## src/hmf_pkg.sv

```systemverilog
// Shared constants and types for the histogram mode finder.
package hmf_pkg;

    localparam int VALUE_BITS_DEF = 8;
    localparam int COUNT_BITS_DEF = 16;
    localparam int EPOCH_BITS     = 8;
    localparam int QUEUE_DEPTH    = 4;
    localparam int OUT_DEPTH      = 4;
    localparam int SAMPLE_W       = 8;
    localparam int MCOUNT_W       = 16;

    typedef struct packed {
        logic                first;
        logic                last;
        logic [SAMPLE_W-1:0] value;
    } hmf_item_t;

    typedef struct packed {
        logic [SAMPLE_W-1:0] mode_value;
        logic [MCOUNT_W-1:0] mode_count;
    } hmf_result_t;

    typedef enum logic [1:0] {
        BK_CLEAR = 2'b01,
        BK_RUN   = 2'b10
    } hmf_bk_state_t;

endpackage

```

## src/hmf_fifo.sv

```systemverilog
// Small register FIFO with occupancy count.
module hmf_fifo
    import hmf_pkg::*;
#(
    parameter int WIDTH = 1,
    parameter int DEPTH = QUEUE_DEPTH
)
(
    input  logic                       clk,
    input  logic                       rst_n,
    input  logic                       push,
    input  logic [WIDTH-1:0]           push_data,
    output logic                       full,
    input  logic                       pop,
    output logic [WIDTH-1:0]           pop_data,
    output logic                       empty,
    output logic [$clog2(DEPTH+1)-1:0] count
);

    localparam int PTR_W = (DEPTH > 1) ? $clog2(DEPTH) : 1;
    localparam int CNT_W = $clog2(DEPTH + 1);

    logic [WIDTH-1:0] mem_reg [DEPTH];
    logic [PTR_W-1:0] wr_ptr_reg;
    logic [PTR_W-1:0] wr_ptr_next;
    logic [PTR_W-1:0] rd_ptr_reg;
    logic [PTR_W-1:0] rd_ptr_next;
    logic [CNT_W-1:0] count_reg;
    logic [CNT_W-1:0] count_next;
    logic             do_push;
    logic             do_pop;

    assign full     = (count_reg == CNT_W'(DEPTH));
    assign empty    = (count_reg == '0);
    assign count    = count_reg;
    assign pop_data = mem_reg[rd_ptr_reg];
    assign do_push  = push && !full;
    assign do_pop   = pop && !empty;

    always_comb
    begin
        wr_ptr_next = wr_ptr_reg;
        rd_ptr_next = rd_ptr_reg;
        if (do_push)
        begin
            wr_ptr_next = (wr_ptr_reg == PTR_W'(DEPTH - 1)) ? '0 : wr_ptr_reg + 1'b1;
        end
        if (do_pop)
        begin
            rd_ptr_next = (rd_ptr_reg == PTR_W'(DEPTH - 1)) ? '0 : rd_ptr_reg + 1'b1;
        end
        count_next = count_reg + CNT_W'(do_push) - CNT_W'(do_pop);
    end

    always_ff @(posedge clk)
    begin
        if (do_push)
        begin
            mem_reg[wr_ptr_reg] <= push_data;
        end
    end

    always_ff @(posedge clk or negedge rst_n)
    begin
        if (!rst_n)
        begin
            wr_ptr_reg <= '0;
            rd_ptr_reg <= '0;
            count_reg  <= '0;
        end
        else
        begin
            wr_ptr_reg <= wr_ptr_next;
            rd_ptr_reg <= rd_ptr_next;
            count_reg  <= count_next;
        end
    end

endmodule

```

## config.mk

```make
export PLATFORM = sky130hd
export DESIGN_NAME = hmf_fifo
export DESIGN_NICKNAME = d
export VERILOG_FILES = /design/src/hmf_pkg.sv /design/src/hmf_fifo.sv
export SDC_FILE = /design/constraint.sdc
export NUM_CORES = 1
export LEC_CHECK = 0
export BUFFER_PORTS_ARGS = -buffer_cell sky130_fd_sc_hd__buf_2
export CELL_PAD_IN_SITES_DETAIL_PLACEMENT = 1
export CELL_PAD_IN_SITES_GLOBAL_PLACEMENT = 1
export CORE_AREA = 2 2 42 44
export DETAILED_ROUTE_END_ITERATION = 6
export DIE_AREA = 0 0 44 46
export HOLD_SLACK_MARGIN = 0.05
export PLACE_DENSITY = 0.75
export SETUP_SLACK_MARGIN = 0.15
export SYNTH_ARGS = -nofsm -noshare
export SYNTH_HDL_FRONTEND = slang
export SYNTH_SLANG_ARGS = --single-unit
```

## constraint.sdc

```tcl
create_clock -name clk -period 3.2 [get_ports clk]
set_clock_uncertainty 0.2 [all_clocks]
set_input_delay 0 -clock clk [delete_from_list [all_inputs] [get_ports clk]]
set_output_delay 0 -clock clk [all_outputs]
set_load 0.03 [all_outputs]
```

* Word-level counts from Yosys, hierarchy flattened
Memories as Yosys holds them, arrays and structs flattened.
Index checks and enable logic that the tools add are counted.
** Storage, ports and cells
- Register bits :: 7
- Bits in writable memories :: 4
- Output and inout bits :: 6
- Memories :: 1
** Memories
- mem_reg :: words 4, bits a word 1, rd ports 1, clocked after memory_dff 0, wr ports 1, line hmf_fifo.sv:23 : logic [WIDTH-1:0] mem_reg [DEPTH];
** Operators by class
- $add $sub $neg :: 4
- Equality and inequality tests :: 3
- Multiplexer cells :: 4
- Reduce and logical (&&, ||, !) cells :: 5
** Operators with widths (number)
- 2-bit by 1-bit adder with 2-bit output (second input constant) :: 2
- 2-bit == test (second input constant) :: 2
- 2-bit 2-to-1 mux :: 2
- 3-bit by 1-bit adder with 3-bit output :: 1
- 3-bit == test (second input constant) :: 1
- 3-bit zero test :: 1
- 3-bit by 1-bit subtractor with 3-bit output :: 1
- 1-bit logical AND :: 2
- 1-bit zero test :: 2
- 1-bit 2-to-1 mux :: 2

* Depth between registers and ports, before layout
- Depth after elaboration :: 5
- Gate-level depth with buffers :: 10

* Worst setup path after synthesis
Ideal clock, no wire load.
- Path kind :: register to register
- Start point :: reg count_reg[1] (netlist: count[1])
- End point :: reg count_reg[2] (netlist: count[2])
- Library setup time :: 0.141 ns
- Arrival :: 2.492 ns
- Data required time :: 2.859 ns
- Path slack :: 0.367 ns
- Stages on the path, launching flop included :: 11
- Path buffers :: 0
- Period minus slack after synthesis :: 2.833 ns
- Cell sequence :: dfrtp_1 -> nor3_2 -> nand2b_4 -> inv_1 -> ha_1 -> inv_1 -> ha_1 -> inv_1 -> fa_1 -> xnor2_1 -> xnor2_1
** RTL lines
- from (decl) :: line hmf_fifo.sv:28 : logic [CNT_W-1:0] count_reg;
- from (signal assigned) :: line hmf_fifo.sv:75 : count_reg <= count_next;
- 3-bit zero test :: line hmf_fifo.sv:34 : assign empty = (count_reg == '0);
- via empty :: line hmf_fifo.sv:16 : output logic empty,
- 1-bit zero test :: line hmf_fifo.sv:38 : assign do_pop = pop && !empty;
- 1-bit logical AND :: line hmf_fifo.sv:38
- via do_pop :: line hmf_fifo.sv:31 : logic do_pop;
- 3-bit by 1-bit subtractor with 3-bit output :: line hmf_fifo.sv:52 : count_next = count_reg + CNT_W'(do_push) - CNT_W'(do_pop);
- via count_next[2] :: line hmf_fifo.sv:29 : logic [CNT_W-1:0] count_next;
The timed path passes the listed nets, and every way through them passes these cells.
A chain may end at the register's enable or synchronous reset.

* Worst setup path after layout
- Start point :: reg count_reg[1] (netlist: count[1])
- End point :: reg count_reg[2] (netlist: count[2])
** On the way
- Word-level cells in the longest chain between the ends :: 5
** Ends and longest elaborated chain
- 3-bit == test :: line hmf_fifo.sv:33 : assign full = (count_reg == CNT_W'(DEPTH));
- 1-bit zero test :: line hmf_fifo.sv:37 : assign do_push = push && !full;
- 1-bit logical AND :: line hmf_fifo.sv:37
- 3-bit by 1-bit adder with 3-bit output :: line hmf_fifo.sv:52
- 3-bit by 1-bit subtractor with 3-bit output (*) :: line hmf_fifo.sv:52
- via count_next[2] :: line hmf_fifo.sv:29
The timed path passes the listed nets; every way through them passes the cells marked *.

==> metrics.md <==
| Metric | Value |
|---|---|
| Status | finished clean |
| Syn. warnings | 0 |
| Total GRT Usage | 12.74% |
| Vias | 370 |
| Setup violations, final | 0 |
| Cells on worst reg2reg path | 10 |
| CP endpoint kind | flip-flop |
| Sequential share of the synthesized area | 49.17% |
| Initial antenna violation count | 0 |
| Hold_ws | 0.2994 ns |
| Max reg flops | 4 |
| Clk slew on worst S/H paths | 0.08 ns |
| Die H | 46 um |
| Hold buffers post-CTS | 5 |
| Setup bufs post-CTS | 0 |
| Number of global-route vias before repair | 378 |
| First-iteration detailed-routing DRC count | 2 |
| Crit-path leading delay family | adder cells |
| Synth top area share | 29.17% |
| Synth Cell Area | 600.6 um2 |
| P per Cell Area | 975.0 nW/um2 |
| Most frequent cells in the layout | buf_2, inv_1, ha_1, dfrtp_1, dlygate4sd3_1 |
| Slowest Stage Delay on Critical Path | 0.54 ns |
| CP most frequent cell | inv_1 |
| Root Buffer | clkbuf_4 |
| Slew Limit Fails | 0 |
| Cts bufs inserted | 3 |
| Routed Antenna Nets | 0 |
| Met3 usage | 5.952% |
| GP Congestion | 0.6399 |
| Post-Syn Area per Cell | 13.65 um2 |
| Peak Freq | 406.8 MHz |
| CP bufs+invs | 3 |
| Worst slew pin tran | 0.3570 ns |
| Site row count | 15 |
| MaxCap Viol Count | 0 |
| Final Cell Area | 748.2 um2 |
| Most common cell after layout, fill and taps aside | buf_2 |
| CTS sink count | 11 |
| Period utilisation layout | 76.82% |
| Number of synthesized register bits | 11 |
| Synth top area cells | dfrtp_1, edfxtp_1, ha_1 |
| First-pass GRT wire length | 1725 um |
| I/O pins | 11 |
| Grt met1 use | 16.46% |
| M2 GR Usage | 17.35% |
| Synthesized instance count | 44 |
| DRC viols | 0 |
| Critical path depth | 10 |
| Mapped Nets | 57 |
| DR pass1 iterations | 2 |
| Crit path launch type | flip-flop |
| Final WL | 978 um |
| CTS tree | built |
| Final setup TNS | 0 ns |
| Count of cells resized by post-cts repair | 0 |
| IO Port Bufs | 10 |
| Htree depth | 1 |
| Final Util | 46.36% |
| Slew Limit Headroom | 76.12% |
| Fin crit period | 2.458 ns |
| Area Overhead vs Synth | 24.58% |
| Crit Path Class | flip-flop to flip-flop |
| Leak | 0.3551 nW |
| WL/cell | 12.23 um |
| GR Overflow Total | 0 |
| Crit-path cells | nor3b_4 -> nor2b_2 -> inv_1 -> ha_1 -> inv_1 -> ha_1 -> inv_1 -> fa_1 -> xnor2_1 -> xnor2_1 |
| Critical Path Fanout Max | 7 |
| Starting Density | 37.21% |
| Nets | 77 |
| GRT busiest layer | met2 |
| Hold Fails Final Rpt | 0 |
| Required @ worst endpoint | 3.15 ns |
| Critical Path AT | 2.41 ns |
| Slowest-stage cell, CP | dfrtp_1 |
| Placed wire-length estimate | 728.6 um |
| Vias per inst | 4.625 |
| Clock buffer depth | 2 |
| RSZ-0062 raised after global routing | false |
| Total core area | 1614 um2 |
| Later-pin clock latency in the skew report | 0.27 ns |
| Die Wd | 44 um |
| Diode count | 0 |
| Largest net degree at the start of global routing | 8 |
| Unique masters post-synth | 17 |
| Area leader, netlist | dfrtp_1 |
| VDD IR max | 0.5307 mV |
| Hold Crit Depth | 2 |
| Layout cell share with drive strength beyond 1 | 33.33% |
| Cell Area, Placed | 671.9 um2 |
| Hold WC Path Type | input pin to flip-flop |
| Die footprint | 2024 um2 |
## logic make-up after synthesis
family | count (synthesis) | share of synthesized area, %
adders and majority gates | 8 | 17.92
DFF | 11 | 49.17
and+or+nand+nor | 11 | 14.58
muxes | 4 | 9.999
buffers and inverters | 7 | 4.376
AOI/OAI and AO/OA | 1 | 1.042
xor gates and xnor gates | 2 | 2.917
## metal layers
metal	share of wire, %	wire length [um]
met1	46	450
met2	52	509
met3	1.8	18
met4	0	0
met5	0	0
## report_power, final
part | total [mW] | leakage [nW] | switching, mW | internal, mW
logic | 0.360 | 0.221 | 0.193 | 0.167
clock network | 0.0938 | 0.0150 | 0.0456 | 0.0482
registers | 0.276 | 0.119 | 0.0694 | 0.207
## worst register-to-register path, stage by stage (launching register included)
cell,delay (ns)
dfrtp_1,0.54
nor3b_4,0.10
nor2b_2,0.26
inv_1,0.08
ha_1,0.29
inv_1,0.06
ha_1,0.13
inv_1,0.04
fa_1,0.37
xnor2_1,0.15
xnor2_1,0.13
## path summary, 6_finish.rpt
path	from	slack [ns]	endpoint
min	push_data	0.30	mem_reg[1]$_DFFE_PP_
min in group asynchronous	rst_n	0.50	rd_ptr_reg[0]$_DFFE_PN0P_
max	count[1]$_DFF_PN0_	0.74	count[2]$_DFF_PN0_
max reg2reg	count[1]$_DFF_PN0_	0.74	count[2]$_DFF_PN0_
max in group asynchronous	rst_n	2.03	rd_ptr_reg[1]$_DFFE_PN0P_
min reg2reg	rd_ptr_reg[1]$_DFFE_PN0P_	0.35	rd_ptr_reg[1]$_DFFE_PN0P_
## cells in the mapped netlist (all sizes together)
cell and count:
and2 4, fa 1, nor3 1, nor3b 1, nor2b 1, nand2 1, inv 7, edfxtp 4
ha 7, o22ai 1, nand2b 1, dfrtp 7, xnor2 2, mux2 3, nor2 2, mux4 1
## cell type report
class | count | area, um2
Fill cell | 181 | 865.8
Clock buffer | 4 | 26.28
Multi-Input combinational cell | 26 | 279.0
Timing Repair Buffer | 15 | 100.1
Inverter | 7 | 26.28
Sequential cell | 11 | 295.3
Tap cell | 17 | 21.27
## stage by stage
stage | total power [mW] | instances | setup WS (ns)
floorplan | 0.5456 | 44 | 0.3675
global placement | 0.6232 | 71 | 0.8164
detailed placement | 0.6375 | 71 | 0.7591
CTS | 0.7396 | 80 | 0.7422
global route | 0.7976 | 80 | 0.5946
finish | 0.7295 | 80 | 0.7419
No activity file was read; power rests on OpenSTA's default activity.
